<file path="config.mk">
export PLATFORM = sky130hd
export DESIGN_NAME = jpeg_marker_segment_parser
export DESIGN_NICKNAME = d
export VERILOG_FILES = /design/src/rtl/jmsp_pkg.sv /design/src/rtl/jpeg_marker_segment_parser.sv /design/src/rtl/jmsp_step.sv
export SDC_FILE = /design/constraint.sdc
export NUM_CORES = 1
export LEC_CHECK = 0
export BUFFER_PORTS_ARGS = -buffer_cell sky130_fd_sc_hd__clkbuf_2
export CORE_ASPECT_RATIO = 1.1
export CORE_UTILIZATION = 40
export DETAILED_ROUTE_END_ITERATION = 8
export GPL_TIMING_DRIVEN = 0
export PLACE_DENSITY_LB_ADDON = 0.2
export SLEW_MARGIN = 20
export SYNTH_ARGS = -nofsm -noshare
export SYNTH_HDL_FRONTEND = slang
export SYNTH_SLANG_ARGS = --single-unit
</file>
<file path="constraint.sdc">
create_clock -name clock -period 16.6 [get_ports clock]
set_input_delay 1.66 -clock clock [delete_from_list [all_inputs] [get_ports clock]]
set_output_delay 1.66 -clock clock [all_outputs]
set_load 0.05 [all_outputs]
</file>
<file path="src/rtl/jmsp_pkg.sv">
// ----------------------------------------------------------------------------
// jmsp_pkg
// Types, codes and helper functions shared by the JPEG marker segment parser.
// ----------------------------------------------------------------------------
package jmsp_pkg;

   // Result kinds
   localparam logic [1:0] KIND_COMMENT = 2'd0;
   localparam logic [1:0] KIND_FRAME   = 2'd1;
   localparam logic [1:0] KIND_DONE    = 2'd2;
   localparam logic [1:0] KIND_ERROR   = 2'd3;

   // Error codes
   localparam logic [2:0] ERR_NONE      = 3'd0;
   localparam logic [2:0] ERR_BAD_START = 3'd1;
   localparam logic [2:0] ERR_FILL      = 3'd2;
   localparam logic [2:0] ERR_LENGTH    = 3'd3;
   localparam logic [2:0] ERR_TRUNCATED = 3'd4;
   localparam logic [2:0] ERR_EOI       = 3'd5;

   // Marker and byte constants
   localparam logic [7:0] BYTE_FILL   = 8'hFF;
   localparam logic [7:0] MARKER_SOI  = 8'hD8;
   localparam logic [7:0] MARKER_SOS  = 8'hDA;
   localparam logic [7:0] MARKER_EOI  = 8'hD9;
   localparam logic [7:0] MARKER_COM  = 8'hFE;
   localparam logic [7:0] MARKER_APP0 = 8'hE0;
   localparam logic [7:0] MARKER_APP1 = 8'hE1;
   localparam logic [7:0] SOF_FIRST   = 8'hC0;
   localparam logic [7:0] SOF_LAST    = 8'hCF;

   localparam int unsigned MAXFILL   = 6;
   localparam int unsigned SECTION_W = 6;

   // Parse phases, one-hot
   typedef enum logic [7:0] {
      PH_SOI0 = 8'b0000_0001,
      PH_SOI1 = 8'b0000_0010,
      PH_FILL = 8'b0000_0100,
      PH_LENH = 8'b0000_1000,
      PH_LENL = 8'b0001_0000,
      PH_BODY = 8'b0010_0000,
      PH_PEND = 8'b0100_0000,
      PH_IDLE = 8'b1000_0000
   } phase_type;

   // Parser state; the payload position saturates at 7 (only 0..5 matter)
   typedef struct packed {
      phase_type              phase;
      logic [2:0]             fill_count;
      logic [7:0]             current_marker;
      logic [7:0]             length_high;
      logic [15:0]            bytes_left;
      logic [2:0]             segment_index;
      logic [15:0]            height;
      logic [15:0]            width;
      logic                   color;
      logic                   exif_match;
      logic [SECTION_W-1:0]   section_count;
   } state_type;

   localparam state_type STATE_RESET = '{
      phase:          PH_SOI0,
      fill_count:     3'd0,
      current_marker: 8'd0,
      length_high:    8'd0,
      bytes_left:     16'd0,
      segment_index:  3'd0,
      height:         16'd0,
      width:          16'd0,
      color:          1'b0,
      exif_match:     1'b1,
      section_count:  '0
   };

   // One result item
   typedef struct packed {
      logic        valid;
      logic [1:0]  kind;
      logic [7:0]  comment_byte;
      logic [15:0] frame_height;
      logic [15:0] frame_width;
      logic        is_color;
      logic [7:0]  process_marker;
      logic [2:0]  error_code;
   } result_type;

   // Start-of-frame markers: C0..CF except DHT, JPG and DAC
   function automatic logic is_sof(input logic [7:0] m);
      logic in_range;
      logic excluded;
      in_range = m inside {[SOF_FIRST:SOF_LAST]};
      excluded = m inside {8'hC4, 8'hC8, 8'hCC};
      return in_range && !excluded;
   endfunction

   // "Exif" tag characters by position
   function automatic logic [7:0] exif_char(input logic [1:0] idx);
      logic [7:0] c;
      case (idx)
         2'd0:    c = 8'h45;
         2'd1:    c = 8'h78;
         2'd2:    c = 8'h69;
         default: c = 8'h66;
      endcase
      return c;
   endfunction

endpackage

</file>
<file path="src/rtl/jpeg_marker_segment_parser.sv">
// ----------------------------------------------------------------------------
// jpeg_marker_segment_parser
// Walks the marker segments of a JPEG byte stream and reports comments,
// frame size and completion or errors.
// ----------------------------------------------------------------------------
// Usage:
//   req_*: one file byte per request, with first/last file markers.
//   rsp_*: at most one result per request (comment byte, frame info, done
//   or error). Most requests give no result.
//   A request is taken when req_valid is high and req_stall is low. The
//   result of a request is in the output register the cycle after it is
//   taken. One request per cycle, sustained; the only limit is the
//   single output register, which is freed in the cycle it is read.
//   req_stall is raised only while a result sits in the output register
//   and rsp_stall holds it there.
//   Reset (synchronous, active high) returns the parser to expecting the
//   first start byte and empties the output register. A request with
//   req_first_byte set restarts the parser at any time.
//   After done or an error, bytes are swallowed without results until the
//   next first byte.
// ----------------------------------------------------------------------------
module jpeg_marker_segment_parser #(
   parameter int unsigned MAX_SEGMENTS = 20
) (
   input  logic        clock,
   input  logic        reset,
   input  logic        req_valid,
   output logic        req_stall,
   input  logic [7:0]  req_data_byte,
   input  logic        req_first_byte,
   input  logic        req_last_byte,
   output logic        rsp_valid,
   input  logic        rsp_stall,
   output logic [1:0]  rsp_kind,
   output logic [7:0]  rsp_comment_byte,
   output logic [15:0] rsp_frame_height,
   output logic [15:0] rsp_frame_width,
   output logic        rsp_is_color,
   output logic [7:0]  rsp_process_marker,
   output logic [2:0]  rsp_error_code
);

   localparam logic [jmsp_pkg::SECTION_W-1:0] SEG_LIMIT =
      jmsp_pkg::SECTION_W'(MAX_SEGMENTS - 1);

   jmsp_pkg::state_type  state_ff, state_in;
   jmsp_pkg::result_type step_res;
   jmsp_pkg::result_type out_ff;
   logic                 rsp_valid_ff, rsp_valid_in;
   logic                 req_accept;

   // output slot is busy only while a result waits on a stalled receiver
   assign req_stall  = rsp_valid_ff && rsp_stall;
   assign req_accept = req_valid && !req_stall;

   jmsp_step u_step (
      .cur        (state_ff),
      .data_byte  (req_data_byte),
      .first_byte (req_first_byte),
      .last_byte  (req_last_byte),
      .seg_limit  (SEG_LIMIT),
      .nxt        (state_in),
      .res        (step_res)
   );

   // parser state
   always_ff @(posedge clock) begin
      if (reset) begin
         state_ff <= jmsp_pkg::STATE_RESET;
      end else if (req_accept) begin
         state_ff <= state_in;
      end
   end

   // output register
   always_comb begin
      rsp_valid_in = rsp_valid_ff && rsp_stall;
      if (req_accept && step_res.valid) begin
         rsp_valid_in = 1'b1;
      end
   end

   always_ff @(posedge clock) begin
      if (reset) begin
         rsp_valid_ff <= 1'b0;
      end else begin
         rsp_valid_ff <= rsp_valid_in;
      end
   end

   always_ff @(posedge clock) begin
      if (req_accept && step_res.valid) begin
         out_ff <= step_res;
      end
   end

   assign rsp_valid          = rsp_valid_ff;
   assign rsp_kind           = out_ff.kind;
   assign rsp_comment_byte   = out_ff.comment_byte;
   assign rsp_frame_height   = out_ff.frame_height;
   assign rsp_frame_width    = out_ff.frame_width;
   assign rsp_is_color       = out_ff.is_color;
   assign rsp_process_marker = out_ff.process_marker;
   assign rsp_error_code     = out_ff.error_code;

`ifndef SYNTHESIS
   // a pending done always comes out on the next request
   a_pend_done: assert property (@(posedge clock) disable iff (reset)
      req_accept && !req_first_byte && state_ff.phase == jmsp_pkg::PH_PEND
      |=> rsp_valid && rsp_kind == jmsp_pkg::KIND_DONE)
      else $error("pending done not delivered");

   // a stopped parser stays stopped and silent until a new file
   a_idle_quiet: assert property (@(posedge clock) disable iff (reset)
      req_accept && !req_first_byte && state_ff.phase == jmsp_pkg::PH_IDLE
      |=> !rsp_valid && state_ff.phase == jmsp_pkg::PH_IDLE)
      else $error("result after done or error");

   // frame fields are zero on every non-frame result
   a_frame_zero: assert property (@(posedge clock) disable iff (reset)
      rsp_valid && rsp_kind != jmsp_pkg::KIND_FRAME
      |-> rsp_frame_height == 16'd0 && rsp_frame_width == 16'd0 &&
          !rsp_is_color && rsp_process_marker == 8'd0)
      else $error("frame fields set on non-frame result");

   // input is held back only by a full, stalled output register
   a_stall_cause: assert property (@(posedge clock) disable iff (reset)
      req_stall |-> rsp_valid && rsp_stall)
      else $error("request stalled with free output");
`endif

endmodule

</file>
<file path="src/rtl/jmsp_step.sv">
// ----------------------------------------------------------------------------
// jmsp_step
// Next-state and result logic for one byte of the marker segment parser.
// ----------------------------------------------------------------------------
module jmsp_step (
   input  jmsp_pkg::state_type              cur,
   input  logic [7:0]                       data_byte,
   input  logic                             first_byte,
   input  logic                             last_byte,
   input  logic [jmsp_pkg::SECTION_W-1:0]   seg_limit,
   output jmsp_pkg::state_type              nxt,
   output jmsp_pkg::result_type             res
);

   jmsp_pkg::state_type s;
   logic        hit;
   logic [1:0]  kind;
   logic [2:0]  err;
   logic [7:0]  cbyte;
   logic        done_due;
   logic        do_finish;
   logic        counted;
   logic [15:0] len;
   logic [15:0] left_dec;
   logic        sof;

   always_comb begin
      s         = first_byte ? jmsp_pkg::STATE_RESET : cur;
      nxt       = s;
      hit       = 1'b0;
      kind      = jmsp_pkg::KIND_COMMENT;
      err       = jmsp_pkg::ERR_NONE;
      cbyte     = 8'd0;
      done_due  = 1'b0;
      do_finish = 1'b0;
      counted   = 1'b1;
      len       = {s.length_high, data_byte};
      left_dec  = s.bytes_left - 16'd1;
      sof       = jmsp_pkg::is_sof(s.current_marker);

      // per-phase byte handling
      case (s.phase)
         jmsp_pkg::PH_SOI0: begin
            if (data_byte != jmsp_pkg::BYTE_FILL) begin
               hit = 1'b1; kind = jmsp_pkg::KIND_ERROR; err = jmsp_pkg::ERR_BAD_START;
               nxt.phase = jmsp_pkg::PH_IDLE;
            end else begin
               nxt.phase = jmsp_pkg::PH_SOI1;
            end
         end
         jmsp_pkg::PH_SOI1: begin
            if (data_byte != jmsp_pkg::MARKER_SOI) begin
               hit = 1'b1; kind = jmsp_pkg::KIND_ERROR; err = jmsp_pkg::ERR_BAD_START;
               nxt.phase = jmsp_pkg::PH_IDLE;
            end else begin
               nxt.phase      = jmsp_pkg::PH_FILL;
               nxt.fill_count = 3'd0;
            end
         end
         jmsp_pkg::PH_FILL: begin
            if (data_byte == jmsp_pkg::BYTE_FILL) begin
               if (s.fill_count >= 3'(jmsp_pkg::MAXFILL)) begin
                  hit = 1'b1; kind = jmsp_pkg::KIND_ERROR; err = jmsp_pkg::ERR_FILL;
                  nxt.phase = jmsp_pkg::PH_IDLE;
               end else begin
                  nxt.fill_count = s.fill_count + 3'd1;
               end
            end else begin
               nxt.current_marker = data_byte;
               nxt.fill_count     = 3'd0;
               if (data_byte == jmsp_pkg::MARKER_EOI) begin
                  hit = 1'b1; kind = jmsp_pkg::KIND_ERROR; err = jmsp_pkg::ERR_EOI;
                  nxt.phase = jmsp_pkg::PH_IDLE;
               end else begin
                  nxt.phase = jmsp_pkg::PH_LENH;
               end
            end
         end
         jmsp_pkg::PH_LENH: begin
            nxt.length_high = data_byte;
            nxt.phase       = jmsp_pkg::PH_LENL;
         end
         jmsp_pkg::PH_LENL: begin
            if (len[15:1] == 15'd0) begin
               hit = 1'b1; kind = jmsp_pkg::KIND_ERROR; err = jmsp_pkg::ERR_LENGTH;
               nxt.phase = jmsp_pkg::PH_IDLE;
            end else begin
               nxt.bytes_left    = len - 16'd2;
               nxt.segment_index = 3'd0;
               nxt.height        = 16'd0;
               nxt.width         = 16'd0;
               nxt.color         = 1'b0;
               nxt.exif_match    = 1'b1;
               nxt.phase         = jmsp_pkg::PH_BODY;
               do_finish         = (len == 16'd2);
            end
         end
         jmsp_pkg::PH_BODY: begin
            // comment bytes go out, zero bytes dropped
            if (s.current_marker == jmsp_pkg::MARKER_COM && data_byte != 8'd0) begin
               hit = 1'b1; kind = jmsp_pkg::KIND_COMMENT; cbyte = data_byte;
            end
            // frame header capture
            if (sof) begin
               case (s.segment_index)
                  3'd1:    nxt.height[15:8] = data_byte;
                  3'd2:    nxt.height[7:0]  = data_byte;
                  3'd3:    nxt.width[15:8]  = data_byte;
                  3'd4:    nxt.width[7:0]   = data_byte;
                  3'd5:    nxt.color        = (data_byte == 8'd3);
                  default: ;
               endcase
            end
            // "Exif" tag check on the first four payload bytes
            if (s.current_marker == jmsp_pkg::MARKER_APP1 && !s.segment_index[2] &&
                data_byte != jmsp_pkg::exif_char(s.segment_index[1:0])) begin
               nxt.exif_match = 1'b0;
            end
            if (s.segment_index != 3'd7) begin
               nxt.segment_index = s.segment_index + 3'd1;
            end
            nxt.bytes_left = left_dec;
            do_finish      = (left_dec == 16'd0);
         end
         jmsp_pkg::PH_PEND: begin
            hit = 1'b1; kind = jmsp_pkg::KIND_DONE;
            nxt.phase = jmsp_pkg::PH_IDLE;
         end
         default: ;
      endcase

      // end of segment: counting, frame report, done check
      if (do_finish) begin
         nxt.phase      = jmsp_pkg::PH_FILL;
         nxt.fill_count = 3'd0;
         if (s.current_marker == jmsp_pkg::MARKER_SOS) begin
            nxt.section_count = s.section_count + jmsp_pkg::SECTION_W'(1);
            done_due          = 1'b1;
         end else begin
            if (s.current_marker == jmsp_pkg::MARKER_APP0) begin
               counted = 1'b0;
            end
            if (s.current_marker == jmsp_pkg::MARKER_APP1 &&
                !(nxt.exif_match && nxt.segment_index >= 3'd4)) begin
               counted = 1'b0;
            end
            if (counted) begin
               nxt.section_count = s.section_count + jmsp_pkg::SECTION_W'(1);
            end
            if (sof) begin
               hit = 1'b1; kind = jmsp_pkg::KIND_FRAME;
            end
            if (nxt.section_count >= seg_limit) begin
               done_due = 1'b1;
            end
         end
      end

      // done either now or on the next byte when a data result is out
      if (done_due) begin
         if (hit && !last_byte) begin
            nxt.phase = jmsp_pkg::PH_PEND;
         end else begin
            hit = 1'b1; kind = jmsp_pkg::KIND_DONE;
            nxt.phase = jmsp_pkg::PH_IDLE;
         end
      end

      // file ends while still parsing
      if (last_byte && nxt.phase != jmsp_pkg::PH_IDLE &&
          !(hit && (kind == jmsp_pkg::KIND_DONE || kind == jmsp_pkg::KIND_ERROR))) begin
         hit = 1'b1; kind = jmsp_pkg::KIND_ERROR; err = jmsp_pkg::ERR_TRUNCATED;
         nxt.phase = jmsp_pkg::PH_IDLE;
      end

      // after done or error nothing happens until a new file starts
      if (s.phase == jmsp_pkg::PH_IDLE) begin
         nxt = s;
         hit = 1'b0;
      end

      res.valid          = hit;
      res.kind           = kind;
      res.comment_byte   = (kind == jmsp_pkg::KIND_COMMENT) ? cbyte : 8'd0;
      res.frame_height   = (kind == jmsp_pkg::KIND_FRAME) ? nxt.height : 16'd0;
      res.frame_width    = (kind == jmsp_pkg::KIND_FRAME) ? nxt.width : 16'd0;
      res.is_color       = (kind == jmsp_pkg::KIND_FRAME) && nxt.color;
      res.process_marker = (kind == jmsp_pkg::KIND_FRAME) ? nxt.current_marker : 8'd0;
      res.error_code     = (kind == jmsp_pkg::KIND_ERROR) ? err : jmsp_pkg::ERR_NONE;
   end

endmodule

</file>
==> flow_summary.ini, run 1 <==
[run_status]
status = finished, final reports clean

[synthesis]
synth_area_leader_cell = dfxtp_1
synth_top_area_share = 0.226
synthFlopType = dfxtp_1
syn-cell-area_um2 = 7690
ys_async_sr_fraction = 0
synth_area_leaders = dfxtp_1, edfxtp_1, a22oi_1
ys_ff_latch = 141
synth_edf_count = 54
syn_avg_cell_area_um2 = 8.53
syn_inst = 902
synth_cell_types = 70
ys_seq_area_frac = 0.437
ys.warnings.count = 0

[drt]
vias_per_cell = 5.99
first_pass_iters = 5
dr.first_iter.drc_count = 815
wl_per_cell_um = 19.7
ant_nets = 0
vias = 7453
wl_mm = 24.5
drc = 0

[clocking]
cts_repair_resize_count = 0
cts_hold_buf = 0
cts.sink_count = 141
path_clk_slew_ps = 70
cts_buffer_depth = 2
root_buffer = clkbuf_16
tritoncts = done
worstSkewPairLatency_ps = 430
post_cts.repair.setup_buffers = 0
h-tree-depth = 4
cts-buffers-inserted = 17

[setup_path]
worst-setup-path-type = input port to register
r2r_end = rsp_comment_byte[1]
cp_top_family = buffers and inverters
cpMaxStageDelayCell = o41ai_4
cpPeakStageDelay_ps = 620
crit_required_ps = 16780
crit_chain = clkbuf_2 > inv_1 > clkbuf_1 > buf_1 > nand2_1 > inv_1 > ha_1 > clkbuf_1 > xnor2_1 > nand4_1 > o311ai_0 > o2111ai_1 > and3_1 > a311oi_2 > a21oi_1 > o41ai_4 > a21oi_4 > buf_16 > buf_16
crit_fanout = 24
worstPathArrival_ps = 7310
worstSetupStartpointType = input port
path_buf_inv = 8
r2r_slack_ps = 11980
r2r-start = state_ff[40]
worstRegToRegCells = 15
cp-end-kind = register

[timing]
relSlewSlack = 0.339
fmax_mhz = 140
fin_setup_tns_ps = 0
min_period_ps = 7130
worstMarginPinSlew_ps = 985
finalMaxSlewViolations = 0
hold_viol = 0
skew_ps = 10.2
setup_viol = 0
rsz0062_at_grt = no
timing.final.crit_share = 0.429

[finish]
layout_common_cells = nor2_1, a22oi_1, dfxtp_1
layout-drive-gt1-share = 0.119
nNetsFinal = 1013
num_antenna_cells = 0
final_util = 0.483
area.growth.synth_to_final_pct = 16.8
regArea_um2 = 3360
multi_input_area_um2 = 4000
layout_commonest_cell = nor2_1
num-fill-cells = 1867

[place]
gp_congestion = 0.948
dp_hpwl_mm = 17.3
port_buffers = 64

[min_path]
hold_path.startpoint = state_ff[24]
hold_path_class = register to register
whs_path_depth = 2
whs_endpoint = state_ff[24]

[floorplan]
die_y_um = 147
start_util = 0.414
die_w_um = 134
ios = 70
die_area_um2 = 19800
core_um2 = 18600
std_cell_rows = 52

[grt]
grt_max_degree = 25
grt.overflow.total = 0
grt_pass1_wl_mm = 38.1
grt_antenna_before_repair = 0
grt_pass1_vias = 6808
track_usage = 0.250

[power]
p_leak_nw = 3.18
p_total_w = 0.000866
powerDensity_nw_per_um2 = 96.4
ir_worst_vdd_uv = 75.7

[flow_run]
drv_cap = 0
-- through the flow --
step	hold slack [ps]	area (µm²)	cells	setup WS, ps
floorplan	432	7700	903	9010
global placement	453	8320	1210	6260
detailed placement	460	8390	1212	8940
CTS	469	8980	1244	9340
global route	502	8990	1244	9280
finish	476	8990	1244	9470
-- final cells by class --
type / count / share of cell area
Clock buffer: 17 / 0.0473
Timing Repair Buffer: 66 / 0.0418
Sequential cell: 141 / 0.374
Buffer: 71 / 0.0324
Multi-Input combinational cell: 674 / 0.445
Clock inverter: 15 / 0.0182
Inverter: 17 / 0.00710
Tap cell: 243 / 0.0338
-- registers in the layout, indices dropped and copies added, names as in the netlist, 2 cells and up --
register            flops
rsp_comment_byte        8
rsp_frame_width        16
state_ff               86
rsp_frame_height       16
rsp_kind                2
rsp_process_marker      8
rsp_error_code          3
-- synth_stat cells (3+ instances only) --
cell / instances
or4b_2: 4
and2_1: 23
nand2b_1: 5
ha_1: 11
a21oi_1: 53
o31ai_1: 4
nor4_1: 8
nand4_1: 13
nor3_1: 25
nor4b_1: 4
nor2_1: 153
nand2_1: 57
o31a_1: 4
o41ai_1: 3
or3_1: 13
nor3b_1: 7
inv_1: 17
a32oi_1: 5
buf_1: 4
a21o_1: 8
nand3_1: 14
edfxtp_1: 54
o211ai_1: 5
a31oi_1: 6
buf_6: 3
o21ai_1: 6
or4_1: 6
o41a_1: 3
clkbuf_1: 62
a32o_1: 3
o21bai_1: 3
o22ai_1: 7
a22oi_1: 91
nor2b_1: 12
o21ai_0: 39
and3_1: 15
or2_2: 4
a211oi_1: 4
dfxtp_1: 87
xor2_1: 6
xnor2_1: 10
-- logic make-up after synthesis --
kind of cell | after synthesis | synth area share
AO/OA/AOI/OAI | 268 | 0.239
XOR/XNOR | 16 | 0.0182
adder cells (fa/ha/maj) | 11 | 0.0179
buffers and inverters | 88 | 0.0462
flip-flops | 141 | 0.437
other | 1 | 0.000487
AND/OR/NAND/NOR | 377 | 0.242
-- worst max-delay path by stage --
stage	from	end	depth (start not counted)
3_3_place_gp	req_first_byte	rsp_comment_byte[4]	17
6_report	req_first_byte	rsp_comment_byte[1]	19
4_1_cts	req_first_byte	rsp_comment_byte[1]	19
5_1_grt	req_first_byte	rsp_comment_byte[0]	19
3_5_place_dp	req_first_byte	rsp_comment_byte[4]	19
2_1_floorplan	req_first_byte	rsp_comment_byte[0]	16
-- where the power goes --
part / internal (W) / switching [W]
clock: 0.000224 / 0.000164
sequential: 0.000369 / 0.00000323
combinational: 0.0000229 / 0.0000831
total: 0.000616 / 0.000250
-- per-layer routing --
metal / vias up / wire length, µm / global-route usage
met5: - / 0 / 0
met1: 3555 / 10800 / 0.333
li1: 3509 / - / -
met4: 0 / 1020 / 0.119
met2: 324 / 11100 / 0.392
met3: 65 / 1590 / 0.0442
-- worst reg2reg max path: stages, from the launching register on --
cell,delay (ps)
dfxtp_1,370
nand2_1,140
inv_1,190
ha_1,170
clkbuf_1,310
xnor2_1,170
nand4_1,110
o311ai_0,450
o2111ai_1,360
and3_1,300
a311oi_2,320
a21oi_1,120
o41ai_4,620
a21oi_4,290
buf_16,260
buf_16,190
(Power assumes the default switching activity.)
==> run 2, diff against run 1 <==
- ABC_AREA: default -> 1
- clock period: 16.6 -> 6.6 ns (I/O delays scaled with it)
==> run 2 against run 1 <==
- the flow now finishes with violations (DRC)
- sequential power grew to 2.7 times the previous value
- non-clock buffer count fell by 18
- synthesized cell count rose by 20%
- global-route usage is 0.63 points higher
==> flow_summary.ini, run 2 <==
[run_status]
status = complete, but fails checks
violations = DRC

[drt]
wl_met1_mm = 11.5
ant_nets = 0
vias_per_cell = 5.52
wl_mm = 26.7
wl_per_cell_um = 18.5
dr_wl_met3_mm = 1.97
vias = 7944
wl_met2_mm = 12.4
first_pass_iters = 8
routed.top_layer = met4
drc = 15
dr.first_iter.drc_count = 802

[synthesis]
synth_xor_area_frac = 0.0203
synth_compound_area_frac = 0.184
synth_cell_types = 50
synth.most_common_cell = nand2_1
syn-cell-area_um2 = 8210
syn_inst = 1086
ys_ff_latch = 141
synthMuxAreaShare = 0
synth_area_leader_cell = dfxtp_1
yosys.area_share.simple = 0.279
ys_async_sr_fraction = 0
synthTopCellsByCount = nand2_1, nor2_1, inv_1
synthFlopType = dfxtp_1
synth-adder-area-share = 0.0168
ys.warnings.count = 0
synth_area_leaders = dfxtp_1, edfxtp_1, nand2_1
synth_top_area_share = 0.212
ys_seq_area_frac = 0.410
syn_avg_cell_area_um2 = 7.56
synth_edf_count = 54
synth_top_family_by_area = simple AND/OR/NAND/NOR gates

[finish]
final_cells = 1438
largest-register = state_ff
final_util = 0.473
num-fill-cells = 1988
layout_commonest_cell = nand2_1
layout-drive-gt1-share = 0.150
num_antenna_cells = 0
largest_reg_flops = 86
area.growth.synth_to_final_pct = 15.3
nNetsFinal = 1198
postLayoutCellArea_um2 = 9460
layout_common_cells = nand2_1, nor2_1, inv_1

[power]
powerDensity_nw_per_um2 = 262
power_frac_clock = 0.390
switching_power_w = 0.000825
p_total_w = 0.00248
ir_worst_vdd_uv = 185
combPwrFrac = 0.205
seqPwrFrac = 0.405
intPower_w = 0.00166
power_switching_share = 0.333
p_leak_nw = 4.07

[timing]
worstMarginPinSlew_ps = 1150
min_period_ps = 5130
finalMaxSlewViolations = 0
rsz0062_at_grt = no
timing.final.crit_share = 0.777
skew_ps = 9.68
relSlewSlack = 0.225
fmax_mhz = 195
fin_setup_tns_ps = 0
hold_viol = 0
setup_viol = 0

[clocking]
post_cts.repair.setup_buffers = 0
cts.sink_count = 141
worstSkewPairLatency_ps = 440
h-tree-depth = 4
cts_buffer_depth = 2
cts_hold_buf = 0
cts-buffers-inserted = 17
root_buffer = clkbuf_16
tritoncts = done
cts_repair_resize_count = 0
path_clk_slew_ps = 60

[setup_path]
cp-end-kind = register
crit_fanout = 37
worstPathArrival_ps = 5260
worst-setup-path-type = input port to register
crit_top_cell = nand2_1
r2r_slack_ps = 2720
cpPeakStageDelay_ps = 470
crit_required_ps = 6720
worstSetupStartpointType = input port
cpMaxStageDelayCell = clkbuf_1

[place]
port_buffers = 66
dp.cells = 1406
placed_cell_area_um2 = 8880
gp_congestion = 0.943
dp_hpwl_mm = 19.3

[grt]
grt_pass1_wl_mm = 41.2
grt_max_degree = 38
grt_pass1_vias = 7388
track_usage = 0.256
grt.overflow.total = 0
grt_antenna_before_repair = 0

[floorplan]
core_um2 = 20000
start_util = 0.410
std_cell_rows = 54
die_w_um = 139
ios = 70
die_area_um2 = 21100
die_y_um = 152

[min_path]
hold_path_class = register to register

[flow_run]
drv_cap = 0
-- run 2: critical path, delay by kind of cell --
| family | cells | cell delay, ps |
|---|---|---|
| buf+inv | 9 | 2160 |
| simple gates | 23 | 2100 |
| fa+ha+maj | 1 | 240 |
-- run 2: metal layers --
metal	global-route usage	up-vias
met3	0.0481	57
met1	0.324	3687
met4	0.131	0
li1	-	3850
met5	0	-
met2	0.416	350
-- run 2: per-stage QoR --
| stage | hold slack [ps] | setup WS (ps) |
|---|---|---|
| floorplan | 441 | 1770 |
| global placement | 454 | 164 |
| detailed placement | 456 | 1070 |
| CTS | 465 | 1520 |
| global route | 499 | 995 |
| finish | 466 | 1470 |
-- run 2: path summary, 6_finish.rpt --
kind              depth (start not counted)           start                  end
hold / removal                            2    state_ff[77]         state_ff[77]
setup reg to reg                         28    state_ff[41]  rsp_comment_byte[0]
setup / recovery                         33  req_first_byte  rsp_comment_byte[0]
hold reg to reg                           2    state_ff[77]         state_ff[77]
-- run 2: cells by family after synthesis --
kind of cell,count (synthesis)
simple gates,491
compound gates,243
buf+inv,180
flops,141
xor+xnor,19
fa+ha+maj,11
other cells,1
-- run 2: layout make-up --
cell class                 instances  area (µm²)  area share
buffer                            52         258      0.0272
clock buffer                      19         454      0.0480
clock inverter                    13         133      0.0140
inverter                         128         480      0.0508
multi-input combinational        766        4110       0.434
sequential                       141        3360       0.355
tap                              252         315      0.0333
timing repair buffer              67         350      0.0370
-- run 2: power by group through the flow --
stage                     combinational (W)  clock (W)  sequential [W]
after floorplan                    0.000268          0         0.00113
after global placement             0.000497          0         0.00103
after detailed placement           0.000504          0         0.00102
after CTS                          0.000505   0.000977         0.00101
after global routing               0.000548    0.00102         0.00101
final                              0.000508   0.000967         0.00101
